--- src/hw/rtl/rsp_pkg.sv ---
// Package: shared types and constants for the rule schedule picker.
`default_nettype none
package rsp_pkg;

  localparam logic [63:0] XS_MUL = 64'd2685821657736338717;

  typedef enum logic [1:0] {
    MODE_CYCLE   = 2'd0,
    MODE_RANDOM  = 2'd1,
    MODE_SHUFFLE = 2'd2,
    MODE_HOLD    = 2'd3
  } mode_t;

  typedef enum logic [1:0] {
    REG_MODE     = 2'd0,
    REG_INTERVAL = 2'd1,
    REG_SEED     = 2'd2,
    REG_NONE     = 2'd3
  } reg_idx_t;

  localparam logic OP_APPEND = 1'b0;
  localparam logic OP_TICK   = 1'b1;

  typedef struct packed {
    logic       operation;
    logic [7:0] rule_value;
  } in_word_t;

  typedef struct packed {
    logic [5:0] current_position;
    logic [7:0] current_rule;
    logic [6:0] rule_count;
    logic       accepted;
    logic       advanced;
  } out_word_t;

endpackage
`default_nettype wire

--- src/hw/rtl/rsp_mod_unit.sv ---
// Module: shared draw-modulo unit, one quotient bit per cycle (restoring).
`default_nettype none
module rsp_mod_unit
  import rsp_pkg::*;
#(
  parameter int DBITS = 11
) (
  input  wire logic             clk,
  input  wire logic             rst,
  input  wire logic             start,
  input  wire logic [63:0]      dividend,
  input  wire logic [DBITS-1:0] divisor,
  output logic                  busy,
  output logic                  done,
  output logic [DBITS-1:0]      remainder
);

  logic [63:0]    shreg;
  logic [DBITS:0] rem;
  logic [6:0]     cnt;
  logic [DBITS:0] trial;

  assign trial = {rem[DBITS-1:0], shreg[63]};
  assign remainder = rem[DBITS-1:0];

  // One bit of the dividend shifted in per cycle
  always_ff @(posedge clk) begin
    if (rst) begin
      busy <= 1'b0;
      done <= 1'b0;
      cnt  <= '0;
    end else begin
      done <= 1'b0;
      if (start) begin
        busy  <= 1'b1;
        cnt   <= 7'd0;
        shreg <= dividend;
        rem   <= '0;
      end else if (busy) begin
        shreg <= {shreg[62:0], 1'b0};
        if (trial >= {1'b0, divisor}) rem <= trial - {1'b0, divisor};
        else rem <= trial;
        cnt <= cnt + 7'd1;
        if (cnt == 7'd63) begin
          busy <= 1'b0;
          done <= 1'b1;
        end
      end
    end
  end

endmodule
`default_nettype wire

--- src/hw/rtl/rule_schedule_picker.sv ---
// Top level: rule table, tick scheduler, xorshift64* generator and sequencer.
//
// An append, or a tick that needs no draw, keeps busy high from the accept
// edge through the states TICK, READ, READ2 and OUT, the last of them being
// the one-cycle result strobe done. A random pick adds a draw (xorshift,
// three 32x32 partial products, sum), a state that starts the modulo and the
// bit-serial modulo. A reshuffle after the last entry of a shuffled pass runs
// count - 1 swaps, each a draw and a modulo on the shared modulo unit and
// then read, read, write, write on the single-port table. busy is high from
// the accept edge through the done cycle; results cannot be stalled by the
// receiver. No clearing pass is needed after reset.
`default_nettype none
module rule_schedule_picker
  import rsp_pkg::*;
#(
  parameter int CAPACITY  = 64,
  parameter int RULE_BITS = 8
) (
  input  wire logic       clk,
  input  wire logic       rst,
  input  wire logic       start,
  input  wire in_word_t   in_word,
  output logic            busy,
  output logic            done,
  output out_word_t       out_word,
  input  wire logic       cfg_valid,
  output logic            cfg_ready,
  input  wire logic [1:0] cfg_index,
  input  wire logic [63:0] cfg_data
);

  localparam int AW = $clog2(CAPACITY);
  localparam int CW = $clog2(CAPACITY + 1);

  typedef enum logic [3:0] {
    S_IDLE, S_TICK, S_DRAW_XS, S_DRAW_MUL, S_DRAW_SUM, S_MOD_GO, S_MOD_WAIT,
    S_SW_RD_A, S_SW_RD_B, S_SW_WR_A, S_SW_WR_B, S_READ, S_READ2, S_OUT
  } state_t;

  state_t state, state_next;

  logic [RULE_BITS-1:0] mem [CAPACITY];
  logic [RULE_BITS-1:0] rd_data;
  logic [AW-1:0]        rd_addr;

  logic [CW-1:0] rule_total;
  logic [AW-1:0] position;
  logic [15:0]   tick_count;
  logic [63:0]   gen_state;
  mode_t         pick_mode;
  logic [15:0]   tick_interval;

  in_word_t      item;
  logic          accepted, advanced, shuffling;
  logic [CW-1:0] sh_i;
  logic [AW-1:0] sh_j;
  logic [RULE_BITS-1:0] val_a;
  logic [63:0]   draw_val;
  logic [31:0]   p_ll, p_lh, p_hl;
  logic [63:0]   xs;

  logic          mod_start;
  logic          mod_busy;
  logic          mod_done;
  logic [CW-1:0] mod_div;
  logic [CW-1:0] mod_rem;

  // xorshift step
  always_comb begin
    xs = gen_state ^ (gen_state >> 12);
    xs = xs ^ (xs << 25);
    xs = xs ^ (xs >> 27);
  end

  assign mod_div   = shuffling ? sh_i : rule_total;
  assign cfg_ready = (state == S_IDLE) && !start;
  assign busy      = (state != S_IDLE);

  rsp_mod_unit #(.DBITS(CW)) u_mod (
    .clk(clk), .rst(rst), .start(mod_start), .dividend(draw_val),
    .divisor(mod_div), .busy(mod_busy), .done(mod_done), .remainder(mod_rem)
  );

  // Single-port table with registered read
  always_ff @(posedge clk) begin
    rd_data <= mem[rd_addr];
    if (state == S_TICK && item.operation == OP_APPEND && rule_total < CW'(CAPACITY))
      mem[rule_total[AW-1:0]] <= RULE_BITS'(item.rule_value);
    else if (state == S_SW_WR_A)
      mem[sh_i[AW-1:0] - AW'(1)] <= rd_data;
    else if (state == S_SW_WR_B)
      mem[sh_j] <= val_a;
  end

  always_comb begin
    rd_addr = position;
    if (state == S_SW_RD_A) rd_addr = sh_i[AW-1:0] - AW'(1);
    else if (state == S_SW_RD_B) rd_addr = sh_j;
  end

  // Next state
  always_comb begin
    state_next = state;
    mod_start  = 1'b0;
    unique case (state)
      S_IDLE:     if (start) state_next = S_TICK;
      S_TICK: begin
        state_next = S_READ;
        if (item.operation == OP_TICK && rule_total != '0 &&
            ({1'b0, tick_count} + 17'd1 >= {1'b0, tick_interval})) begin
          if (pick_mode == MODE_RANDOM) state_next = S_DRAW_XS;
          else if (pick_mode == MODE_SHUFFLE &&
                   (CW+1)'(position) + (CW+1)'(1) >= {1'b0, rule_total} &&
                   rule_total > CW'(1)) state_next = S_DRAW_XS;
        end
      end
      S_DRAW_XS:  state_next = S_DRAW_MUL;
      S_DRAW_MUL: state_next = S_DRAW_SUM;
      S_DRAW_SUM: state_next = S_MOD_GO;
      S_MOD_GO: begin
        mod_start  = 1'b1;
        state_next = S_MOD_WAIT;
      end
      S_MOD_WAIT: if (mod_done) state_next = shuffling ? S_SW_RD_A : S_READ;
      S_SW_RD_A:  state_next = S_SW_RD_B;
      S_SW_RD_B:  state_next = S_SW_WR_A;
      S_SW_WR_A:  state_next = S_SW_WR_B;
      S_SW_WR_B:  state_next = (sh_i > CW'(2)) ? S_DRAW_XS : S_READ;
      S_READ:     state_next = S_READ2;
      S_READ2:    state_next = S_OUT;
      S_OUT:      state_next = S_IDLE;
      default:    state_next = S_IDLE;
    endcase
  end

  always_ff @(posedge clk) begin
    if (rst) state <= S_IDLE;
    else state <= state_next;
  end

  // Datapath and architectural state
  always_ff @(posedge clk) begin
    if (rst) begin
      rule_total    <= '0;
      position      <= '0;
      tick_count    <= '0;
      gen_state     <= 64'd1;
      pick_mode     <= MODE_CYCLE;
      tick_interval <= 16'd1;
      shuffling     <= 1'b0;
      accepted      <= 1'b0;
      advanced      <= 1'b0;
    end else begin
      if (cfg_valid && cfg_ready) begin
        unique case (reg_idx_t'(cfg_index))
          REG_MODE:     pick_mode <= mode_t'(cfg_data[1:0]);
          REG_INTERVAL: tick_interval <= cfg_data[15:0];
          REG_SEED:     gen_state <= cfg_data;
          REG_NONE:     ;
          default:      ;
        endcase
      end
      unique case (state)
        S_IDLE: if (start) item <= in_word;
        S_TICK: begin
          accepted  <= 1'b0;
          advanced  <= 1'b0;
          shuffling <= 1'b0;
          if (item.operation == OP_APPEND) begin
            if (rule_total < CW'(CAPACITY)) begin
              rule_total <= rule_total + CW'(1);
              accepted   <= 1'b1;
            end
          end else if (rule_total != '0) begin
            if ({1'b0, tick_count} + 17'd1 < {1'b0, tick_interval}) begin
              tick_count <= tick_count + 16'd1;
            end else begin
              tick_count <= '0;
              advanced   <= (pick_mode != MODE_HOLD);
              if (pick_mode == MODE_CYCLE) begin
                if ((CW+1)'(position) + (CW+1)'(1) >= {1'b0, rule_total}) position <= '0;
                else position <= position + AW'(1);
              end else if (pick_mode == MODE_SHUFFLE) begin
                if ((CW+1)'(position) + (CW+1)'(1) >= {1'b0, rule_total}) begin
                  position  <= '0;
                  shuffling <= (rule_total > CW'(1));
                  sh_i      <= rule_total;
                end else begin
                  position <= position + AW'(1);
                end
              end
            end
          end
        end
        S_DRAW_XS:  gen_state <= xs;
        S_DRAW_MUL: begin
          {p_hl, p_ll} <= gen_state[31:0] * XS_MUL[31:0];
          p_lh <= 32'(gen_state[31:0] * XS_MUL[63:32]);
          draw_val <= {32'(gen_state[63:32] * XS_MUL[31:0]), 32'd0};
        end
        S_DRAW_SUM: draw_val <= {p_hl, p_ll} + {p_lh, 32'd0} + draw_val;
        S_MOD_WAIT: if (mod_done) begin
          if (shuffling) sh_j <= mod_rem[AW-1:0];
          else position <= mod_rem[AW-1:0];
        end
        S_SW_RD_B:  val_a <= rd_data;
        S_SW_WR_B:  begin
          sh_i <= sh_i - CW'(1);
          if (sh_i <= CW'(2)) shuffling <= 1'b0;
        end
        default: ;
      endcase
    end
  end

  // Result strobe
  assign done = (state == S_OUT);
  always_comb begin
    out_word.current_position = 6'(position);
    out_word.current_rule     = (rule_total != '0) ? 8'(rd_data) : 8'd0;
    out_word.rule_count       = 7'(rule_total);
    out_word.accepted         = accepted;
    out_word.advanced         = advanced;
  end

  a_count_bound: assert property (@(posedge clk) disable iff (rst)
    rule_total <= CW'(CAPACITY)) else $error("rule count above capacity");
  a_pos_bound: assert property (@(posedge clk) disable iff (rst)
    (state == S_OUT && rule_total != '0) |-> ({1'b0, position} < {1'b0, rule_total}))
    else $error("position outside table");
  a_done_one: assert property (@(posedge clk) disable iff (rst)
    done |=> !done) else $error("result strobe longer than one cycle");
  a_mod_idle: assert property (@(posedge clk) disable iff (rst)
    mod_start |-> !mod_busy) else $error("modulo unit restarted while busy");

endmodule
`default_nettype wire
--- config.mk ---
export PLATFORM = sky130hd
export DESIGN_NAME = rule_schedule_picker
export DESIGN_NICKNAME = d
export VERILOG_FILES = /design/src/hw/rtl/rsp_pkg.sv /design/src/hw/rtl/rsp_mod_unit.sv /design/src/hw/rtl/rule_schedule_picker.sv
export SDC_FILE = /design/constraint.sdc
export NUM_CORES = 2
export LEC_CHECK = 0
export ABC_AREA = 1
export BUFFER_PORTS_ARGS = -buffer_cell sky130_fd_sc_hd__buf_4
export CORE_MARGIN = 8
export CORE_UTILIZATION = 50
export CTS_CLUSTER_SIZE = 14
export DETAILED_ROUTE_END_ITERATION = 10
export PLACE_DENSITY = 0.67
export RECOVER_POWER = 100
export SLEW_MARGIN = 20
export SYNTH_ARGS = -nofsm -noshare
export SYNTH_HDL_FRONTEND = slang
export SYNTH_SLANG_ARGS = --single-unit
--- constraint.sdc ---
create_clock -name clk -period 9.9 [get_ports clk]
set_clock_uncertainty 0.1 [all_clocks]
set_input_delay 2.97 -clock clk [delete_from_list [all_inputs] [get_ports clk]]
set_output_delay 2.97 -clock clk [all_outputs]
set_load 0.01 [all_outputs]
==> impl_metrics.json <==
{
  "path_clk_slew_ps": 60,
  "violations": "capacitance limit, slew limit",
  "synth_cell_types": 57,
  "crit_required_ps": 10200,
  "cts_buffers": 101,
  "clk_latency_ps": 760,
  "grt_pass1_vias": 63000,
  "slew_viol_final": 1191,
  "utilization_pct": 54.4,
  "clock-sinks": 905,
  "netlist_top_cells_area": "edfxtp_1 28%, fa_1 20%, ha_1 13%",
  "cts_hold_buf": 0,
  "multi_input_area_sq_mm": 0.0478,
  "io_pins": 105,
  "final_cell_area_sq_mm": 0.0885,
  "synth-xor-area-share_pct": 2.88,
  "antenna_found_initial": 7,
  "cp-startpoint": "rst",
  "port_buffers": 104,
  "first_pass_iters": 6,
  "netlist_area_sq_mm": 0.0820,
  "post_cts_resized": 0,
  "grt_max_degree": 219,
  "yosys.area_share.simple_pct": 16.3,
  "grt_setup_unrepaired": "false",
  "status": "finished, violations left",
  "clockBufferDepth": 3,
  "cp-end-kind": "register",
  "drt_iter0_markers": 6133,
  "fp.dieArea_sq_mm": 0.177,
  "cts_max_level": 3,
  "yosys_warnings": 0,
  "dp_hpwl_mm": 216,
  "synthCells": 8922,
  "yosysMostFrequentCell": "inv_1",
  "final_antenna_net_count": 0,
  "synth_compound_area_share_pct": 5.80,
  "dpl_cell_area_sq_mm": 0.0854,
  "grt_usage_pct": 30.1,
  "synth_top_cell_by_area": "edfxtp_1",
  "yosys-top-cells-count": "1989 x inv_1, 1373 x nand2_1, 837 x fa_1",
  "gr-total-overflow": 0,
  "post_drt_wl_per_cell_um": 24.1,
  "fin_crit_ps": 8510,
  "clock.fmax_mhz": 117,
  "ys.flop_type": "edfxtp_1",
  "syn_to_final_growth_pct": 7.85,
  "crit_fanout": 60,
  "mappedNetlistNets": 10700,
  "setup-violations-final": 0,
  "hold_viol_final": 0,
  "worstPathArrival_ps": 8810,
  "via_count": 62700,
  "min_from": "tick_interval[12]",
  "hp-class": "register to register",
  "die_h_um": 421,
  "core-area_sq_mm": 0.163,
  "start_util_pct": 50.4,
  "synthMuxAreaShare_pct": 0,
  "worstSetupPathType": "input port to register",
  "max_cap_violations": 21,
  "ys_ff_latch": 905,
  "synth_top_area_share_pct": 28.2,
  "post_route_cells_drive_above_1_share_pct": 3.90,
  "tightestPinTransition_ps": 4910,
  "syn_avg_cell_area_sq_um": 9.20,
  "fill_cells": 14900,
  "grt_pass1_wl_mm": 406,
  "gp_congestion": 1.05,
  "cts_root_buf": "clkbuf_16",
  "regArea_sq_mm": 0.0258,
  "vias_per_cell": 5.57,
  "drt-total-wl_mm": 271,
  "cts_tree": "done",
  "synth-edff-count": 770,
  "r2r-start": "gen_state[3]",
  "tns_ps": 0,
  "final.period_utilization_pct": 86.0,
  "startpoint_type": "input port",
  "synth_fa_ha_area_share_pct": 33.1,
  "dieWidth_um": 421,
  "rows": 148,
  "route.detailed.drc": 0,
  "ys_async_sr_fraction_pct": 0,
  "final_nets": 10700,
  "synth_top_family_by_area": "adder cells",
  "ys_seq_area_share_pct": 31.5,
  "slew_headroom_pct": -228,
  "postCtsSetupRepairBufs": 0
}
==> critical path: stages <==
cell	delay, ps
clkbuf_1	2080
clkbuf_1	1790
nor3_4	50
clkbuf_2	980
buf_4	760
==> layout make-up <==
| class | instances | area share, % |
|---|---|---|
| Sequential cell | 905 | 29.2 |
| Clock buffer | 127 | 3.05 |
| Tap cell | 2175 | 3.08 |
| Clock inverter | 55 | 0.755 |
| Multi-Input combinational cell | 5782 | 54.0 |
| Antenna cell | 4 | 0.0113 |
| Timing Repair Buffer | 191 | 1.37 |
| Inverter | 2013 | 8.54 |
==> metal layers <==
metal / GRT usage, % / vias up / share of wire (%) / routed length, um
li1: - / 28700 / - / -
met1: 41.9 / 31000 / 42 / 114000
met2: 47.2 / 2579 / 45 / 123000
met3: 6.16 / 422 / 8.6 / 23400
met4: 10.1 / 6 / 3.9 / 10600
met5: 0 / - / 0.011 / 30
==> cell families (layout without fill, tap and decap cells) <==
| group | after synthesis | after routing |
|---|---|---|
| buf+inv | 2235 | 2386 |
| flops | 905 | 905 |
| other cells | 0 | 4 |
| simple gates | 3009 | 3009 |
| compound gates | 832 | 832 |
| fa+ha+maj | 1671 | 1671 |
| xor+xnor | 270 | 270 |
==> cells in the final DEF (no fill, tap or decap), types with 203 or more instances in the layout <==
master,count
inv_1,1994
nand3b_1,203
ha_1,834
o21ai_0,250
nor2_1,515
a21oi_1,336
fa_1,837
nand3_1,758
edfxtp_1,770
nand2_1,1371
==> sequential cells by signal (all words and copies together), names as in the netlist, 30 cells and up <==
register / flops
u_mod.shreg: 64
p_lh: 30
p_ll: 32
gen_state: 64
mem: 512
p_hl: 31
draw_val: 64
==> path summary, 6_finish.rpt <==
check | cells past startpoint | endpoint | slack, ps
min reg2reg | 2 | tick_interval[12] | 380
max | 5 | p_ll[12] | 1390
max reg2reg | 20 | p_hl[16] | 1520
min | 2 | tick_interval[12] | 380
==> stage by stage <==
stage	std cells	hold WS, ps	setup WS (ps)
2_1_floorplan	8922	331	2300
3_3_place_gp	11100	364	2280
3_5_place_dp	11100	364	2200
4_1_cts	11200	381	2210
5_1_grt	11200	403	1210
6_report	11300	383	1390
Power is not shown: default switching activity piles up to over one toggle a cycle in this logic, so the estimate is an artifact.
